### src/rtl/core/bqla_pkg.sv
// ----------------------------------------------------------------------------
// bqla_pkg: shared types, constants and the box quantizer
// Holds the Q value format, register indexes, controller commands and the
// function that maps the cart-pole measurements onto one of the boxes.
// ----------------------------------------------------------------------------
package bqla_pkg;

	// Table geometry and field widths.
	localparam int NUM_STATES = 162;
	localparam int BOX_W      = 8;
	localparam int Q_W        = 32;
	localparam int MEAS_W     = 16;
	localparam int CFG_IDX_W  = 2;
	localparam int CFG_DATA_W = 16;

	// Configuration register indexes and reset values.
	localparam logic [CFG_IDX_W-1:0]  CFG_LEARN_RATE = 2'd0;
	localparam logic [CFG_IDX_W-1:0]  CFG_DISCOUNT   = 2'd1;
	localparam logic [CFG_DATA_W-1:0] LEARN_RATE_RST = 16'd32768;
	localparam logic [CFG_DATA_W-1:0] DISCOUNT_RST   = 16'd65470;

	// Quantizer limits on the raw Q3.12 codes.
	localparam logic signed [MEAS_W-1:0] POS_FAIL   = 16'sd9830;
	localparam logic signed [MEAS_W-1:0] POS_LO     = -16'sd3276;
	localparam logic signed [MEAS_W-1:0] POS_HI     = 16'sd3277;
	localparam logic signed [MEAS_W-1:0] VEL_LO     = -16'sd2048;
	localparam logic signed [MEAS_W-1:0] VEL_HI     = 16'sd2048;
	localparam logic signed [MEAS_W-1:0] ANG_FAIL   = 16'sd857;
	localparam logic signed [MEAS_W-1:0] ANG_LO2    = -16'sd428;
	localparam logic signed [MEAS_W-1:0] ANG_LO1    = -16'sd71;
	localparam logic signed [MEAS_W-1:0] ANG_HI1    = 16'sd72;
	localparam logic signed [MEAS_W-1:0] ANG_HI2    = 16'sd429;
	localparam logic signed [MEAS_W-1:0] RATE_LO    = -16'sd3574;
	localparam logic signed [MEAS_W-1:0] RATE_HI    = 16'sd3575;

	typedef logic signed [Q_W-1:0] q_t;
	typedef logic [BOX_W-1:0]      box_t;

	typedef struct packed {
		logic fail;
		box_t box;
	} quant_t;

	// Commands from the controller to the datapath, one per step.
	typedef struct packed {
		logic load;
		logic rd_next;
		logic rd_last;
		logic mul1;
		logic diff;
		logic mul2;
		logic commit;
	} cmd_t;

	// Status from the datapath back to the controller.
	typedef struct packed {
		logic out_free;
	} status_t;

	// Map the four measurements onto a box, or flag a failure.
	function automatic quant_t quantize(
		input logic signed [MEAS_W-1:0] x,
		input logic signed [MEAS_W-1:0] xd,
		input logic signed [MEAS_W-1:0] th,
		input logic signed [MEAS_W-1:0] thd
	);
		quant_t res;
		box_t   b;
		b = '0;
		if (x < POS_LO) b = 8'd0;
		else if (x < POS_HI) b = 8'd1;
		else b = 8'd2;
		if (xd < VEL_LO) b = b;
		else if (xd < VEL_HI) b = b + 8'd3;
		else b = b + 8'd6;
		if (th < ANG_LO2) b = b;
		else if (th < ANG_LO1) b = b + 8'd9;
		else if (th < 16'sd0) b = b + 8'd18;
		else if (th < ANG_HI1) b = b + 8'd27;
		else if (th < ANG_HI2) b = b + 8'd36;
		else b = b + 8'd45;
		if (thd < RATE_LO) b = b;
		else if (thd < RATE_HI) b = b + 8'd54;
		else b = b + 8'd108;
		res.fail = (x < -POS_FAIL) || (x > POS_FAIL) || (th < -ANG_FAIL) || (th > ANG_FAIL);
		res.box  = b;
		return res;
	endfunction

endpackage

### src/rtl/core/bqla_ctrl.sv
// ----------------------------------------------------------------------------
// bqla_ctrl: step sequencer
// Walks each accepted word through table reads, the two multiplies and the
// write-back, and holds the commit until the result register is free.
// ----------------------------------------------------------------------------
module bqla_ctrl (
	input  logic              clk,
	input  logic              arst_n,
	input  logic              in_valid,
	output logic              in_stall,
	input  bqla_pkg::status_t status,
	output bqla_pkg::cmd_t    cmd
);
	import bqla_pkg::*;

	localparam logic [2:0] ST_IDLE = 3'd0;
	localparam logic [2:0] ST_RDN  = 3'd1;
	localparam logic [2:0] ST_RDL  = 3'd2;
	localparam logic [2:0] ST_MUL1 = 3'd3;
	localparam logic [2:0] ST_DIFF = 3'd4;
	localparam logic [2:0] ST_MUL2 = 3'd5;
	localparam logic [2:0] ST_WR   = 3'd6;

	logic [2:0] state_q;
	logic [2:0] state_d;

	// Next state.
	always_comb begin
		state_d = state_q;
		case (state_q)
			ST_IDLE: if (in_valid) state_d = ST_RDN;
			ST_RDN:  state_d = ST_RDL;
			ST_RDL:  state_d = ST_MUL1;
			ST_MUL1: state_d = ST_DIFF;
			ST_DIFF: state_d = ST_MUL2;
			ST_MUL2: state_d = ST_WR;
			ST_WR:   if (status.out_free) state_d = ST_IDLE;
			default: state_d = ST_IDLE;
		endcase
	end

	always_ff @(posedge clk or negedge arst_n) begin
		if (!arst_n) begin
			state_q <= ST_IDLE;
		end else begin
			state_q <= state_d;
		end
	end

	// Command decode.
	always_comb begin
		cmd.load    = (state_q == ST_IDLE) && in_valid;
		cmd.rd_next = (state_q == ST_RDN);
		cmd.rd_last = (state_q == ST_RDL);
		cmd.mul1    = (state_q == ST_MUL1);
		cmd.diff    = (state_q == ST_DIFF);
		cmd.mul2    = (state_q == ST_MUL2);
		cmd.commit  = (state_q == ST_WR) && status.out_free;
	end

	assign in_stall = (state_q != ST_IDLE);

endmodule

### config.mk
export PLATFORM = sky130hd
export DESIGN_NAME = bqla_ctrl
export DESIGN_NICKNAME = d
export VERILOG_FILES = /design/src/rtl/core/bqla_pkg.sv /design/src/rtl/core/bqla_ctrl.sv
export SDC_FILE = /design/constraint.sdc
export NUM_CORES = 1
export LEC_CHECK = 0
export BUFFER_PORTS_ARGS = -buffer_cell sky130_fd_sc_hd__buf_2
export CELL_PAD_IN_SITES_DETAIL_PLACEMENT = 0
export CELL_PAD_IN_SITES_GLOBAL_PLACEMENT = 1
export CORE_AREA = 4 4 41 43
export CTS_CLUSTER_SIZE = 14
export DETAILED_ROUTE_END_ITERATION = 16
export DIE_AREA = 0 0 45 47
export GPL_TIMING_DRIVEN = 1
export HOLD_SLACK_MARGIN = 0.05
export PLACE_DENSITY_LB_ADDON = 0.2
export SYNTH_ARGS = -nofsm -noshare
export SYNTH_HDL_FRONTEND = slang
export SYNTH_SLANG_ARGS = --single-unit
export TNS_END_PERCENT = 20
### constraint.sdc
create_clock -name clk -period 1.5 [get_ports clk]
set_clock_uncertainty 0.2 [all_clocks]
set_input_delay 0.3 -clock clk [delete_from_list [all_inputs] [get_ports clk]]
set_output_delay 0.3 -clock clk [all_outputs]
set_load 0.05 [all_outputs]
Word level (Yosys, flattened, before mapping)
Index checks and enable logic that the tools add are counted.
Storage, ports and cells
  register bits: 3
  bits of input ports: 4
  output and inout bits: 8
  word-level logic and storage cells: 17
Cells by class
  equality and inequality tests: 8
  multiplexer cells: 3
  reduce and logical (&&, ||, !) cells: 5
Operators by type and width (number)
  one-hot mux 3 bit (7 select lines): 1
  == test 3 bit, second input constant: 3
  == test 3 x 2 -> 1 bit, second input constant: 2
  2-to-1 mux 3 bit: 2
  != test 2 bit, second input constant: 2
  == test 3 x 1 -> 1 bit, second input constant: 1
  logical NOT 3 bit: 1
  nonzero test 3 bit: 1
  logical AND 1 bit: 2
  AND reduction 2 bit: 1

Depth between registers and ports, before layout
Gate-level depths: netlist (run 1).
  depth in word-level cells: 3
  mapped depth: 3
  gate-level depth less buffers: 2

Worst setup path after synthesis (run 1)
OpenSTA, ideal clock, no wires.
  path type: reg-to-output
  start: reg state_q[2]
  end: out cmd[4] (netlist bit)
  arrival: 1.631 ns
  data required time: 1.000 ns
  path slack: -0.631 ns
  stages on the path, launching flop included: 3
  path buffers: 1
  path through: dfrtp_1 > buf_6 > nor3b_1
RTL lines
  start: declaration: line bqla_ctrl.sv:24  | logic [2:0] state_q;
  start signal: assignment: line bqla_ctrl.sv:46  | state_q <= state_d;
  end: declaration: line bqla_ctrl.sv:12  | output bqla_pkg::cmd_t cmd

==> results of run 1 <==
==> timing repair <==
item / 4_1_cts / 5_1_grt
endpoints found under the hold margin: 3 / 0
buffers inserted: 0 / 0
resized for setup: 17 / 1
setup endpoints to repair: 8 / 8
hold buffers: 1 / 0
pin swaps: 2 / 0
==> kinds of logic (layout without fill, tap and decap cells) <==
group / Yosys count / after routing / share of synthesized area (%)
buffers and inverters: 3 / 22 / 9.555
and+or+nand+nor: 12 / 12 / 39.50
AOI/OAI and AO/OA: 4 / 4 / 12.74
DFF: 3 / 3 / 38.22
==> metal layers <==
| metal | part of all wire [%] | wire (um) | global-route usage (%) |
|---|---|---|---|
| met5 | 0 | 0 | 0 |
| met4 | 0 | 0 | 8.772 |
| met3 | 4.2 | 25 | 2.299 |
| met2 | 50 | 297 | 10.17 |
| met1 | 46 | 276 | 8.182 |
==> cell type report <==
type                       count  share of cell area (%)
clock buffer                   4                   6.383
inverter                       2                   1.824
multi-input combinational     16                   33.43
sequential                     3                   18.24
tap                           15                   4.559
timing repair buffer          16                   35.56
==> cell usage after synthesis <==
cell type  number
nor2_1          2
a21o_1          1
nor3_1          2
inv_1           2
and3b_2         1
or3_4           1
buf_6           1
nand2b_1        2
a211oi_1        1
o21ai_0         2
nor2b_1         1
dfrtp_1         3
nor2_2          1
nor3b_1         1
and2_1          1
==> metrics by stage <==
stage / hold slack (ns) / TNS, ns
finish: 0.1891 / -1.424
global route: 0.2061 / -1.866
floorplan: -0.1956 / -0.6687
global placement: -0.1056 / -0.2251
detailed placement: -0.1040 / -0.2768
CTS: 0.1852 / -1.517
==> critical path: cells and delay by family (launching register included) <==
kind          cells  cell delay, ns
simple gates      2            0.48
flops             1            0.38
buf+inv           1            0.16
==> path summary, 6_finish.rpt <==
path | end | depth (start not counted)
min in group clk | state_q[1] | 3
max in group asynchronous | state_q[1] | 2
hold reg to reg | state_q[0] | 2
hold / removal | state_q[0] | 2
setup / recovery | cmd[6] | 3
setup reg to reg | state_q[2] | 3
==> impl_metrics.tcl, run 1 <==
set metrics [dict create \
    max_flop_register "state_q" \
    rrSetupSlack_ns 0.27 \
    cts_tree "done" \
    grt_usage_pct 7.346 \
    period_share_pct 116.4 \
    slew_headroom_pct 83.62 \
    final_common_cell "buf_6" \
    dpl.hpwl_um 422.4 \
    rsz0062_at_grt "yes" \
    routedWlPerCell_um 10.71 \
    dp.cells 51 \
    ys_seq_area_share_pct 38.22 \
    cts_buffer_depth 2 \
    start_kind "flop" \
    drt_iter0_drc 1 \
    r2r_start "state_q[0]" \
    die_w_um 45 \
    finalMaxSlewViolations 0 \
    hold_violations 0 \
    fp.dieH_um 47 \
    regArea_um2 75.07 \
    post-route-util_pct 31.63 \
    status "finished, violations left" \
    synth_seq_cells 3 \
    worstPathCellList "or3_4 > nor2_4 > buf_6" \
    worst_pin_slew_ns 0.2474 \
    gp_congestion 0.6365 \
    grt_pass1_vias 246 \
    fmax_mhz 572.6 \
    grt_overflow 0 \
    largest_reg_flops 3 \
    drt_pass1_iterations 3 \
    ioPinCount 12 \
    io_buffers 11 \
    worstSkewPairLatency_ns 0.23 \
    synth_cells 22 \
    grt_antenna_before_repair 0 \
    fp.coreArea_um2 1301 \
    crit_start "state_q[1]" \
    htreeDepth 1 \
    cts_inserted_buffers 3 \
    start_util_pct 15.10 \
    cts_sinks 3 \
    final_cells 56 \
    cp_slowest_cell "or3_4" \
    yosys_warnings 0 \
    min_period_ns 1.746 \
    hp-class "in -> async" \
    crit_required_ns 1.00 \
    synth_area_per_cell_um2 8.929 \
    ys_types 15 \
    crit_type "reg -> out" \
    n_antenna_cell 0 \
    row_count 13 \
    synth_top_area_share_pct 38.22 \
    final_cell_mix "9 x buf_6, 4 x buf_2, 3 x clkbuf_4, 3 x dfrtp_1" \
    drt_wl_total_um 600 \
    timing.final.ws_setup_ns -0.2464 \
    end_kind "output port" \
    cts_root_buffer "clkbuf_4" \
    fillCellCount 148 \
    max_stage_delay_ns 0.39 \
    fp.dieArea_um2 2115 \
    synthTopCellsByArea "dfrtp_1 38%, nand2b_1 6.4%, buf_6 5.7%" \
    fin_area_um2 411.6 \
    largestRegisters "state_q (3)" \
    synth_area_um2 196.4 \
    syn_nets 26 \
    vias 231 \
    vias_per_cell 4.125 \
    path_clk_slew_ns 0.04 \
    yosysTopAreaCell "dfrtp_1" \
    finalSetupViolations 8 \
    multi_input_area_um2 137.6 \
    grt_start_max_net_pins 9 \
    arrival_ns 1.25 \
    cap_violations 0 \
    grt_first_pass_wirelength_um 1014 \
    nets 46 \
    syn2layout_area_growth_pct 109.6 \
    drive_gt1_share_pct 65.85 \
    violations "negative setup slack" \
    ant_nets 0 \
    drc_errors 0 \
    dp_slack_ns -0.09847 \
    placed_cell_area_um2 311.5 \
    cp_max_fo 2 \
]
Power of run 1 is not shown: default switching activity piles up to over one toggle a cycle in this logic, so the estimate is an artifact.
==> run 2: changes to the inputs <==
--- a/config.mk
+++ b/config.mk
@@ -5,13 +5,14 @@
 export SDC_FILE = /design/constraint.sdc
 export NUM_CORES = 1
 export LEC_CHECK = 0
-export BUFFER_PORTS_ARGS = -buffer_cell sky130_fd_sc_hd__buf_2
+export ABC_CLOCK_PERIOD_IN_PS = 1500
 export CELL_PAD_IN_SITES_DETAIL_PLACEMENT = 0
 export CELL_PAD_IN_SITES_GLOBAL_PLACEMENT = 1
 export CORE_AREA = 4 4 41 43
 export CTS_CLUSTER_SIZE = 14
 export DETAILED_ROUTE_END_ITERATION = 16
 export DIE_AREA = 0 0 45 47
+export DONT_BUFFER_PORTS = 1
 export GPL_TIMING_DRIVEN = 1
 export HOLD_SLACK_MARGIN = 0.05
 export PLACE_DENSITY_LB_ADDON = 0.2
==> impl_metrics.tcl, run 2 (same netlist as run 1, synthesis figures left out) <==
set metrics [dict create \
    path_buf_inv 1 \
    fmax_mhz 569.0 \
    drt_wl_total_um 525 \
    final_common_cell "buf_4" \
    end_kind "output port" \
    htreeDepth 1 \
    timing.setup.tns_ns -1.536 \
    fp.dieArea_um2 2115 \
    rrSetupSlack_ns 0.14 \
    drive_gt1_share_pct 64.10 \
    min_to "state_q[1]" \
    violations "negative setup slack" \
    timing.final.ws_setup_ns -0.2576 \
    path_delay_family "simple AND/OR/NAND/NOR gates" \
    vias 218 \
    final_cell_mix "7 x buf_4, 4 x buf_12, 3 x nor2_4, 3 x clkbuf_4, 3 x dfrtp_1" \
    grt_overflow 0 \
    syn2layout_area_growth_pct 121.7 \
    arrival_ns 1.26 \
    n_antenna_cell 0 \
    vias_per_cell 4.037 \
    routedWlPerCell_um 9.722 \
    cap_violations 0 \
    path_clk_slew_ns 0.03 \
    reg2reg_to "state_q[2]" \
    hold_violations 0 \
    grt_first_pass_wirelength_um 883 \
    max_flop_register "state_q" \
    drt_pass1_iterations 1 \
    nets 44 \
    ioPinCount 12 \
    postCtsSetupRepairBufs 0 \
    worstSkewPairLatency_ns 0.23 \
    worstHoldStart "status" \
    cts_root_buffer "clkbuf_4" \
    crit_required_ns 1.00 \
    r2r_start "state_q[0]" \
    cts_sinks 3 \
    drt_iter0_drc 0 \
    cts_tree "done" \
    die_w_um 45 \
    largestRegisters "state_q (3)" \
    grt_usage_pct 6.477 \
    slew_headroom_pct 81.44 \
    fp.dieH_um 47 \
    min_period_ns 1.758 \
    io_buffers 0 \
    crit_type "reg -> out" \
    fp.coreArea_um2 1301 \
    cp_slowest_cell "dfrtp_1" \
    rr_worst_depth 3 \
    grt_antenna_before_repair 0 \
    ant_nets 0 \
    status "finished, violations left" \
    min_path_cells 2 \
    finalSetupViolations 8 \
    cts_buffer_depth 2 \
    hp-class "in -> reg" \
    grt_start_max_net_pins 8 \
    start_util_pct 15.10 \
    rsz0062_at_grt "yes" \
    max_stage_delay_ns 0.39 \
    drc_errors 0 \
    worstPathCellList "or3_4 > nor2_4 > buf_12" \
    grt_pass1_vias 228 \
    finalMaxSlewViolations 0 \
    start_kind "flop" \
    fillCellCount 148 \
    gp_congestion 0.6203 \
    cp_max_fo 3 \
    period_share_pct 117.2 \
    dpl.hpwl_um 437.1 \
    worst_pin_slew_ns 0.2784 \
    largest_reg_flops 3 \
    cts_inserted_buffers 3 \
    row_count 13 \
]
==> run 2: metrics by stage <==
step	util, %	worst slack [ns]	cell area (um2)	instances	hold WS [ns]
final	33.46	-0.2576	435.4	54	0.09828
after global routing	33.46	-0.3007	435.4	54	0.1221
after CTS	33.46	-0.2714	435.4	54	0.09577
after detailed placement	28.75	-0.04286	374.1	49	-0.1955
after global placement	28.75	-0.02096	374.1	49	-0.1955
after floorplan	-	-0.2292	219.0	22	-0.1956
==> run 2: how the worst max path moves through the flow <==
stage | end | slack, ns | from | depth (start not counted)
after floorplan | cmd[6] | -0.23 | state_q[0] | 2
final | cmd[6] | -0.26 | state_q[1] | 3
after global placement | cmd[1] | -0.02 | state_q[1] | 4
after CTS | cmd[6] | -0.27 | state_q[1] | 3
after global routing | cmd[6] | -0.30 | state_q[1] | 3
after detailed placement | cmd[5] | -0.04 | state_q[1] | 4
==> run 2: cell type report <==
class | count | area (um2) | area share [%]
clock buffer | 4 | 26.28 | 6.034
inverter | 2 | 7.507 | 1.724
multi-input combinational | 16 | 142.6 | 32.76
sequential | 3 | 75.07 | 17.24
tap | 15 | 18.77 | 4.310
timing repair buffer | 14 | 165.2 | 37.93
==> run 2: layer usage <==
metal / vias up / GRT usage, % / wire length, um
met4: 0 / 10.53 / 36
met1: 93 / 6.818 / 199
met3: 4 / 2.299 / 60
met2: 13 / 7.910 / 229
met5: - / 0 / 0
li1: 108 / - / -
==> run 2: worst register-to-register path: cells and delay by family (launching register included) <==
kind / cells / cell delay [ns]
AOI/OAI and AO/OA: 1 / 0.19
buffers and inverters: 1 / 0.17
DFF: 1 / 0.37
and+or+nand+nor: 1 / 0.33
==> run 2: repair_timing <==
action	4_1_cts	5_1_grt
resized for setup	5	0
setup endpoints to repair	8	8
hold endpoints to repair	3	0
pin swaps	2	1
hold buffers	1	0
Power of run 2 is left out for the same reason.
==> run 3: changes to the inputs <==
--- a/config.mk
+++ b/config.mk
@@ -16,6 +16,7 @@
 export GPL_TIMING_DRIVEN = 1
 export HOLD_SLACK_MARGIN = 0.05
 export PLACE_DENSITY_LB_ADDON = 0.2
+export SKIP_CTS_REPAIR_TIMING = 1
 export SYNTH_ARGS = -nofsm -noshare
 export SYNTH_HDL_FRONTEND = slang
 export SYNTH_SLANG_ARGS = --single-unit
==> impl_metrics.tcl, run 3 (same netlist as run 1, synthesis figures left out) <==
set metrics [dict create \
    status "finished, violations left" \
    violations "negative setup slack" \
    grt_overflow 0 \
    period_share_pct 117.2 \
    grt_antenna_before_repair 0 \
    cp_slowest_cell "dfrtp_1" \
    ioPinCount 12 \
    max_stage_delay_ns 0.39 \
    path_delay_family "simple AND/OR/NAND/NOR gates" \
    drt_pass1_iterations 1 \
    vias_per_cell 4.037 \
    timing.final.ws_setup_ns -0.2576 \
    slew_headroom_pct 81.44 \
    vias 218 \
    worstPathCellList "or3_4 > nor2_4 > buf_12" \
    min_period_ns 1.758 \
    fp.dieH_um 47 \
    post-route-util_pct 33.46 \
    gp_congestion 0.6203 \
    row_count 13 \
    grt_first_pass_wirelength_um 876 \
    cts_buffer_depth 2 \
    fmax_mhz 569.0 \
    drt_wl_total_um 525 \
    ant_nets 0 \
    drt_iter0_drc 0 \
    largestRegisters "state_q (3)" \
    n_antenna_cell 0 \
    worstHoldStart "status" \
    path_buf_inv 1 \
    final_common_cell "buf_4" \
    largest_reg_flops 3 \
    cts_sinks 3 \
    hold_violations 0 \
    drc_errors 0 \
    start_kind "flop" \
    grt_pass1_vias 225 \
    cp_max_fo 3 \
    cts_inserted_buffers 3 \
    htreeDepth 1 \
    grt_usage_pct 6.398 \
    grt_start_max_net_pins 8 \
    max_flop_register "state_q" \
    die_w_um 45 \
    hp-class "in -> reg" \
    finalSetupViolations 8 \
    worst_pin_slew_ns 0.2784 \
    finalMaxSlewViolations 0 \
    crit_start "state_q[1]" \
    crit_type "reg -> out" \
    rsz0062_at_grt "yes" \
    nets 44 \
    start_util_pct 15.10 \
    routedWlPerCell_um 9.722 \
    worstSkewPairLatency_ns 0.23 \
    cts_tree "done" \
    end_kind "output port" \
    cts_root_buffer "clkbuf_4" \
    drive_gt1_share_pct 64.10 \
    syn2layout_area_growth_pct 121.7 \
    crit_required_ns 1.00 \
    fp.coreArea_um2 1301 \
    fp.dieArea_um2 2115 \
    r2r_start "state_q[0]" \
    arrival_ns 1.26 \
    cap_violations 0 \
    io_buffers 0 \
    path_clk_slew_ns 0.03 \
    dpl.hpwl_um 437.1 \
    final_cell_mix "7 x buf_4, 4 x buf_12, 3 x nor2_4, 3 x clkbuf_4, 3 x dfrtp_1" \
]
==> run 3: cell counts in the layout (fill, tap and decap cells not counted) <==
No cell type changed its count.
==> run 3: area by class of cell <==
type / instances / area, um2
Timing Repair Buffer: 14 / 165.2
Inverter: 2 / 7.507
Tap cell: 15 / 18.77
Multi-Input combinational cell: 16 / 142.6
Fill cell: 149 / 865.8
Sequential cell: 3 / 75.07
Clock buffer: 4 / 26.28
==> run 3: metrics by stage <==
stage | hold WS (ns) | TNS, ns | worst slack [ns] | instance area, um2 | std cells
after global routing | 0.1218 | -1.963 | -0.3007 | 435.4 | 54
after detailed placement | -0.1955 | -0.09923 | -0.04286 | 374.1 | 49
after CTS | -0.4453 | -1.837 | -0.2987 | 400.4 | 53
after floorplan | -0.1956 | -0.6687 | -0.2292 | 219.0 | 22
after global placement | -0.1955 | -0.05055 | -0.02096 | 374.1 | 49
final | 0.09828 | -1.561 | -0.2576 | 435.4 | 54
==> run 3: layer usage <==
| layer | global-route usage, % | up-vias | wire (um) |
|---|---|---|---|
| met2 | 7.627 | 13 | 229 |
| met4 | 10.53 | 0 | 36 |
| met1 | 6.818 | 93 | 199 |
| met5 | 0 | - | 0 |
| li1 | - | 108 | - |
| met3 | 2.299 | 4 | 61 |
==> run 3: worst paths after layout <==
check / end / cells after the start / slack [ns]
max reg2reg: state_q[2] / 3 / 0.14
max: cmd[6] / 3 / -0.26
max in group asynchronous: state_q[1] / 1 / 0.85
min in group asynchronous: state_q[2] / 1 / 0.11
min: state_q[1] / 2 / 0.1
min reg2reg: state_q[0] / 2 / 0.41
Power of run 3 is left out for the same reason.
